<file path="src/hdl/wsd_pkg.sv">
// WebSocket deframer package: parser phase, status codes, state and result structs.
// No dependencies; used by wsd_step and websocket_frame_deframer.
`timescale 1ns / 1ps

package wsd_pkg;

	// Parser phase, one-hot
	typedef enum logic [6:0] {
		PH_HDR0    = 7'b0000001,
		PH_HDR1    = 7'b0000010,
		PH_EXT0    = 7'b0000100,
		PH_EXT1    = 7'b0001000,
		PH_MASK    = 7'b0010000,
		PH_PAYLOAD = 7'b0100000,
		PH_SKIP    = 7'b1000000
	} phase_t;

	// Result status codes
	localparam logic [2:0] ST_BYTE    = 3'd0;
	localparam logic [2:0] ST_EMPTY   = 3'd1;
	localparam logic [2:0] ST_NOTTEXT = 3'd2;
	localparam logic [2:0] ST_LEN64   = 3'd3;
	localparam logic [2:0] ST_TRUNC   = 3'd4;

	// Header field constants
	localparam logic [3:0] OPC_TEXT  = 4'h1;
	localparam logic [6:0] LEN_EXT16 = 7'd126;
	localparam logic [6:0] LEN_EXT64 = 7'd127;

	// Parser state carried between bytes
	typedef struct packed {
		phase_t      phase;
		logic [15:0] length;
		logic [15:0] count;
		logic [31:0] mask;
		logic [1:0]  hcnt;
	} parse_state_t;

	// One result item
	typedef struct packed {
		logic       valid;
		logic [7:0] data;
		logic [2:0] status;
		logic       last;
	} result_t;

endpackage

</file>
<file path="src/hdl/wsd_step.sv">
// Per-byte parser step: next parser state and the optional result for one byte.
// Purely combinational; depends on wsd_pkg.
`timescale 1ns / 1ps

module wsd_step (
	input  wsd_pkg::parse_state_t cur,
	input  logic [7:0]            in_byte,
	input  logic                  buffer_end,
	output wsd_pkg::parse_state_t nxt,
	output wsd_pkg::result_t      res
);

	logic [6:0]  len7;
	logic [15:0] cnt_inc;
	logic [7:0]  key;
	wsd_pkg::phase_t after_frame;

	assign len7        = in_byte[6:0];
	assign cnt_inc     = cur.count + 16'd1;
	assign key         = cur.mask[8*cur.count[1:0] +: 8];
	assign after_frame = buffer_end ? wsd_pkg::PH_HDR0 : wsd_pkg::PH_SKIP;

	always_comb begin
		nxt = cur;
		res = '0;
		unique case (cur.phase)
			wsd_pkg::PH_HDR0: begin
				nxt.length = '0;
				nxt.count  = '0;
				nxt.mask   = '0;
				nxt.hcnt   = '0;
				if (buffer_end) begin
					nxt.phase = wsd_pkg::PH_HDR0;
					res = '{valid: 1'b1, data: 8'd0, status: wsd_pkg::ST_TRUNC, last: 1'b1};
				end else if (in_byte[3:0] != wsd_pkg::OPC_TEXT) begin
					nxt.phase = wsd_pkg::PH_SKIP;
					res = '{valid: 1'b1, data: 8'd0, status: wsd_pkg::ST_NOTTEXT, last: 1'b1};
				end else begin
					nxt.phase = wsd_pkg::PH_HDR1;
				end
			end
			wsd_pkg::PH_HDR1: begin
				if (len7 == wsd_pkg::LEN_EXT64) begin
					nxt.phase = after_frame;
					res = '{valid: 1'b1, data: 8'd0, status: wsd_pkg::ST_LEN64, last: 1'b1};
				end else if (buffer_end) begin
					nxt.phase = wsd_pkg::PH_HDR0;
					res = '{valid: 1'b1, data: 8'd0, status: wsd_pkg::ST_TRUNC, last: 1'b1};
				end else if (len7 == wsd_pkg::LEN_EXT16) begin
					nxt.phase = wsd_pkg::PH_EXT0;
				end else begin
					nxt.length = {9'd0, len7};
					nxt.phase  = wsd_pkg::PH_MASK;
				end
			end
			wsd_pkg::PH_EXT0: begin
				if (buffer_end) begin
					nxt.phase = wsd_pkg::PH_HDR0;
					res = '{valid: 1'b1, data: 8'd0, status: wsd_pkg::ST_TRUNC, last: 1'b1};
				end else begin
					nxt.length = {in_byte, 8'd0};
					nxt.phase  = wsd_pkg::PH_EXT1;
				end
			end
			wsd_pkg::PH_EXT1: begin
				if (buffer_end) begin
					nxt.phase = wsd_pkg::PH_HDR0;
					res = '{valid: 1'b1, data: 8'd0, status: wsd_pkg::ST_TRUNC, last: 1'b1};
				end else begin
					nxt.length = {cur.length[15:8], in_byte};
					nxt.phase  = wsd_pkg::PH_MASK;
				end
			end
			wsd_pkg::PH_MASK: begin
				// mask key was cleared at the first header byte, lanes fill in order
				nxt.mask[8*cur.hcnt +: 8] = in_byte;
				nxt.hcnt = cur.hcnt + 2'd1;
				if (cur.hcnt == 2'd3 && cur.length == 16'd0) begin
					nxt.phase = after_frame;
					res = '{valid: 1'b1, data: 8'd0, status: wsd_pkg::ST_EMPTY, last: 1'b1};
				end else if (buffer_end) begin
					nxt.phase = wsd_pkg::PH_HDR0;
					res = '{valid: 1'b1, data: 8'd0, status: wsd_pkg::ST_TRUNC, last: 1'b1};
				end else if (cur.hcnt == 2'd3) begin
					nxt.phase = wsd_pkg::PH_PAYLOAD;
				end
			end
			wsd_pkg::PH_PAYLOAD: begin
				nxt.count = cnt_inc;
				if (cnt_inc == cur.length) begin
					nxt.phase = after_frame;
					res = '{valid: 1'b1, data: in_byte ^ key, status: wsd_pkg::ST_BYTE,
						last: 1'b1};
				end else if (buffer_end) begin
					nxt.phase = wsd_pkg::PH_HDR0;
					res = '{valid: 1'b1, data: 8'd0, status: wsd_pkg::ST_TRUNC, last: 1'b1};
				end else begin
					res = '{valid: 1'b1, data: in_byte ^ key, status: wsd_pkg::ST_BYTE,
						last: 1'b0};
				end
			end
			// skip phase and any stray code: drop bytes until the buffer ends
			default: begin
				nxt.phase = after_frame;
			end
		endcase
	end

endmodule

</file>
<file path="src/hdl/websocket_frame_deframer.sv">
// WebSocket text frame deframer top level: input register, parser state, result register.
// Depends on wsd_pkg and wsd_step.
//
//   channel | handshake            | payload
//   --------+----------------------+-----------------------------
//   input   | in_valid / in_ready  | in_byte[7:0], buffer_end
//   output  | out_valid / out_ready| out_byte[7:0], status[2:0], last
//
// One byte per cycle sustained while out_ready stays high; a byte passes the
// input register, the parser step and the result register.
// The parser state updates in the cycle a registered byte moves to the result stage.
// Reset clears the parser to the first header byte and empties both stages.
// A stall on the output holds the result; the input stage keeps filling until it
// too is full, then in_ready drops.
`timescale 1ns / 1ps

module websocket_frame_deframer (
	input  logic       clk,
	input  logic       arst_n,
	input  logic       in_valid,
	output logic       in_ready,
	input  logic [7:0] in_byte,
	input  logic       buffer_end,
	output logic       out_valid,
	input  logic       out_ready,
	output logic [7:0] out_byte,
	output logic [2:0] status,
	output logic       last
);

	logic       valid_s1;
	logic [7:0] byte_s1;
	logic       end_s1;
	logic       advance;
	logic       s2_free;

	wsd_pkg::parse_state_t state_q;
	wsd_pkg::parse_state_t state_next;
	wsd_pkg::result_t      res;
	wsd_pkg::result_t      res_s2;

	assign s2_free  = !res_s2.valid || out_ready;
	assign advance  = valid_s1 && s2_free;
	assign in_ready = !valid_s1 || s2_free;

	// Input register
	always_ff @(posedge clk or negedge arst_n) begin
		if (!arst_n) begin
			valid_s1 <= 1'b0;
		end else if (in_ready) begin
			valid_s1 <= in_valid;
		end
	end

	always_ff @(posedge clk) begin
		if (in_ready && in_valid) begin
			byte_s1 <= in_byte;
			end_s1  <= buffer_end;
		end
	end

	// Parser step
	wsd_step u_step (
		.cur        (state_q),
		.in_byte    (byte_s1),
		.buffer_end (end_s1),
		.nxt        (state_next),
		.res        (res)
	);

	// Parser state
	always_ff @(posedge clk or negedge arst_n) begin
		if (!arst_n) begin
			state_q <= '{phase: wsd_pkg::PH_HDR0, length: 16'd0, count: 16'd0,
				mask: 32'd0, hcnt: 2'd0};
		end else if (advance) begin
			state_q <= state_next;
		end
	end

	// Result register
	always_ff @(posedge clk or negedge arst_n) begin
		if (!arst_n) begin
			res_s2 <= '0;
		end else if (s2_free) begin
			res_s2 <= '{valid: advance && res.valid, data: res.data, status: res.status,
				last: res.last};
		end
	end

	assign out_valid = res_s2.valid;
	assign out_byte  = res_s2.data;
	assign status    = res_s2.status;
	assign last      = res_s2.last;

endmodule
</file>
<file path="config.mk">
export PLATFORM = sky130hd
export DESIGN_NAME = websocket_frame_deframer
export DESIGN_NICKNAME = d
export VERILOG_FILES = /design/src/hdl/wsd_pkg.sv /design/src/hdl/wsd_step.sv /design/src/hdl/websocket_frame_deframer.sv
export SDC_FILE = /design/constraint.sdc
export NUM_CORES = 1
export LEC_CHECK = 0
export BUFFER_PORTS_ARGS = -buffer_cell sky130_fd_sc_hd__clkbuf_2
export CORE_MARGIN = 1.5
export CORE_UTILIZATION = 57
export DETAILED_ROUTE_END_ITERATION = 10
export GPL_ROUTABILITY_DRIVEN = 0
export PLACE_DENSITY_LB_ADDON = 0.2
export SYNTH_ARGS = -nofsm -noshare
export SYNTH_HDL_FRONTEND = slang
export SYNTH_HIERARCHICAL = 1
export SYNTH_SLANG_ARGS = --single-unit
</file>
<file path="constraint.sdc">
create_clock -name clk -period 2.17 [get_ports clk]
set_input_delay 0.217 -clock clk [delete_from_list [all_inputs] [get_ports clk]]
set_output_delay 0.217 -clock clk [all_outputs]
set_load 0.02 [all_outputs]
</file>
==> impl_metrics.env <==
export IMPL_status="finished, violations left"
export IMPL_violations="negative setup slack"
export IMPL_grt_start_max_net_pins=40
export IMPL_yosys_top_cells_area="dfrtp_1 34%, mux2_4 17%, a22o_1 6.1%"
export IMPL_wire_per_inst_um=20.9
export IMPL_end_kind="register"
export IMPL_core_mm2=0.0108
export IMPL_ioPinCount=27
export IMPL_total_power_mw=4.55
export IMPL_cpMostUsedCell="buf_6"
export IMPL_power_switching_mw=1.60
export IMPL_drive_gt1_share_pct=44.7
export IMPL_synth_largest_area_cell="dfrtp_1"
export IMPL_grt_setup_unrepaired="yes"
export IMPL_final_cells=784
export IMPL_wl_mm=16.4
export IMPL_cp_max_fo=7
export IMPL_fp_dieH_um=108
export IMPL_die_area_mm2=0.0116
export IMPL_synthCells=546
export IMPL_placementRows=38
export IMPL_fin_crit_ps=2420
export IMPL_syn_nets=566
export IMPL_grt_remaining_overflow=0
export IMPL_path_buf_inv=3
export IMPL_min_path_type="in -> reg"
export IMPL_skew_ps=13.8
export IMPL_cap_violations=0
export IMPL_clock_power_share_pct=26.6
export IMPL_n_fill_cell=755
export IMPL_drtPass1Iterations=4
export IMPL_p_leak_nw=3.43
export IMPL_synthesis_area_mm2=0.00627
export IMPL_num_vias=4842
export IMPL_grt_pass1_wl_mm=25.5
export IMPL_worstSetupStartpointType="register"
export IMPL_maxSlewViolCount=0
export IMPL_grt_pass1_vias=4911
export IMPL_yosysSeqAreaShare_pct=39.0
export IMPL_hpwl_mm=11.2
export IMPL_wl_met1_mm=6.75
export IMPL_ys_flop_type="dfrtp_1"
export IMPL_yosysWarnings=6
export IMPL_cts_root_buffer="clkbuf_8"
export IMPL_via_per_inst=6.18
export IMPL_htreeDepth=3
export IMPL_fin_nets=659
export IMPL_synth_cell_type_count=63
export IMPL_clockBufferDepth=2
export IMPL_clk_pin_slew_ps=100
export IMPL_max_slew_margin_pct=61.6
export IMPL_numCtsBuffers=9
export IMPL_fmax_ghz=0.413
export IMPL_p_seq_share_pct=43.5
export IMPL_fin_crit_sh_pct=112
export IMPL_cp_arrival_ps=2710
export IMPL_synth_avg_cell_area_um2=11.5
export IMPL_port_buffer_count=26
export IMPL_top_layer="met4"
export IMPL_fin_ws_ps=-250
export IMPL_cp_required_ps=2460
export IMPL_synth_common_cells="86 x dfrtp_1, 70 x mux2_4, 44 x a22o_1"
export IMPL_syn2layout_area_growth_pct=20.8
export IMPL_tns_ps=-1810
export IMPL_critPathSlowestCell="or4_4"
export IMPL_p_int_mw=2.95
export IMPL_async_flop_share_pct=90.6
export IMPL_clock_latency_ps=390
export IMPL_cp_cell_sequence="ha_4, buf_6, nand3_4, or4_4, a21oi_4, a21oi_2, nand4_2, buf_4, buf_6, o22ai_2, mux2_4"
export IMPL_drc_errors=0
export IMPL_tightest_slew_ps=573
export IMPL_yosysMostFrequentCell="dfrtp_1"
export IMPL_comb_power_share_pct=30.0
export IMPL_worstSetupPathType="reg -> reg"
export IMPL_critPathTopFamily="simple AND/OR/NAND/NOR gates"
export IMPL_diodes=0
export IMPL_setup_violations_final=12
export IMPL_first_iter_violations=303
export IMPL_ys_ff_latch=96
export IMPL_synth_edf_count=9
export IMPL_peakVddDrop_uv=454
export IMPL_final_util_pct=70.2
export IMPL_grtUsageTotal_pct=29.0
export IMPL_wl_met2_mm=8.54
export IMPL_numClockSinks=96
export IMPL_dpl_cell_count=743
export IMPL_initial_utilization_pct=58.1
export IMPL_cts_tree="yes"
export IMPL_hold_viol_final=0
export IMPL_die_x_um=108
export IMPL_final_antenna_net_count=0
export IMPL_max_stage_delay_ps=580
export IMPL_p_sw_share_pct=35.2
export IMPL_synth_top_area_share_pct=34.3
export IMPL_cellPowerDensity_mw_per_mm2=601
export IMPL_antenna_found_initial=0
export IMPL_dr_wl_met3_um=520
[worst register-to-register path, stage by stage, from the launching register on]
cell     delay (ps)
dfrtp_2         420
ha_4            170
buf_6           110
nand3_4         130
or4_4           580
a21oi_4         190
a21oi_2          50
nand4_2         150
buf_4           140
buf_6            80
o22ai_2          40
mux2_4          260
[registers in the layout (all words and copies together) (netlist names)]
signal / flops
out_valid: 1
valid_s1: 1
status: 3
end_s1: 1
byte_s1: 8
last: 1
state_q: 73
out_byte: 8
[layer usage]
layer  GRT usage [%]  vias up
met5               0        -
met4            16.2        0
met3            3.39       40
met2            49.6      123
met1            35.6     2439
li1                -     2240
[through the flow]
stage / cell area [um^2] / hold WS (ps) / worst slack [ps]
after global routing: 7570 / 1.06 / -340
after CTS: 7370 / 2.72 / -128
after global placement: 6960 / 248 / -101
final: 7570 / 9.00 / -250
after detailed placement: 6960 / 252 / -162
after floorplan: 6320 / -78.6 / -26.5
[layout by cell type (no fill, tap or decap), types with 6 or more instances in the layout]
cell type	n
xnor2_1	24
clkbuf_8	9
ha_1	6
inv_1	9
nand2_1	21
nand4_1	8
o31ai_1	9
dfrtp_1	76
dlygate4sd3_1	7
dfrtp_2	10
o21ai_1	7
clkbuf_2	25
nor3_1	8
nor2_1	29
a21oi_1	13
a21oi_2	8
mux2_4	70
nand3_1	6
a22o_1	44
mux4_2	8
xor2_1	7
o21ai_0	24
buf_4	83
edfxtp_1	9
mux2_2	15
[kinds of logic (layout without fill, tap and decap cells)]
group,after synthesis,after routing,synth area share [%]
mux,93,93,22.3
buf+inv,51,149,4.47
simple gates,134,134,13.4
fa+ha+maj,7,7,1.40
compound gates,133,133,14.9
xor+xnor,32,32,4.47
flops,96,96,39.0
[timing repair]
action                                  CTS  global route
buffers inserted                          9             9
hold endpoints to repair                 42             0
hold buffers                              7             0
pin swaps                                 9            24
endpoints found under the setup margin   59            74
gates resized for setup                  20            41
[worst paths after layout]
kind,start,to,slack [ps],depth (start not counted)
min in group asynchronous,arst_n,state_q[41],360,2
worst min register to register,out_byte[0],out_byte[0],520,1
worst max-delay path,state_q[34],state_q[72],-250,11
worst max register to register,state_q[34],state_q[72],-250,11
max in group asynchronous,arst_n,state_q[49],1180,3
worst min-delay path,in_byte[0],byte_s1[0],9,1
[power groups by stage]
stage               clock [mW]  sequential (mW)  combinational [mW]
global route              1.31             1.99                1.44
detailed placement           0             2.00                1.27
global placement             0             2.00                1.25
CTS                       1.23             1.98                1.29
floorplan                    0             2.01               0.834
finish                    1.21             1.98                1.36
[area by class of cell]
class	count	area [um^2]	share of cell area, %
sequential	96	2460	32.5
multi-input combinational	399	3760	49.6
clock inverter	6	66.3	0.875
tap	140	175	2.31
inverter	9	33.8	0.446
clock buffer	10	128	1.68
timing repair buffer	124	955	12.6
No activity file was read; power rests on OpenSTA's default activity.
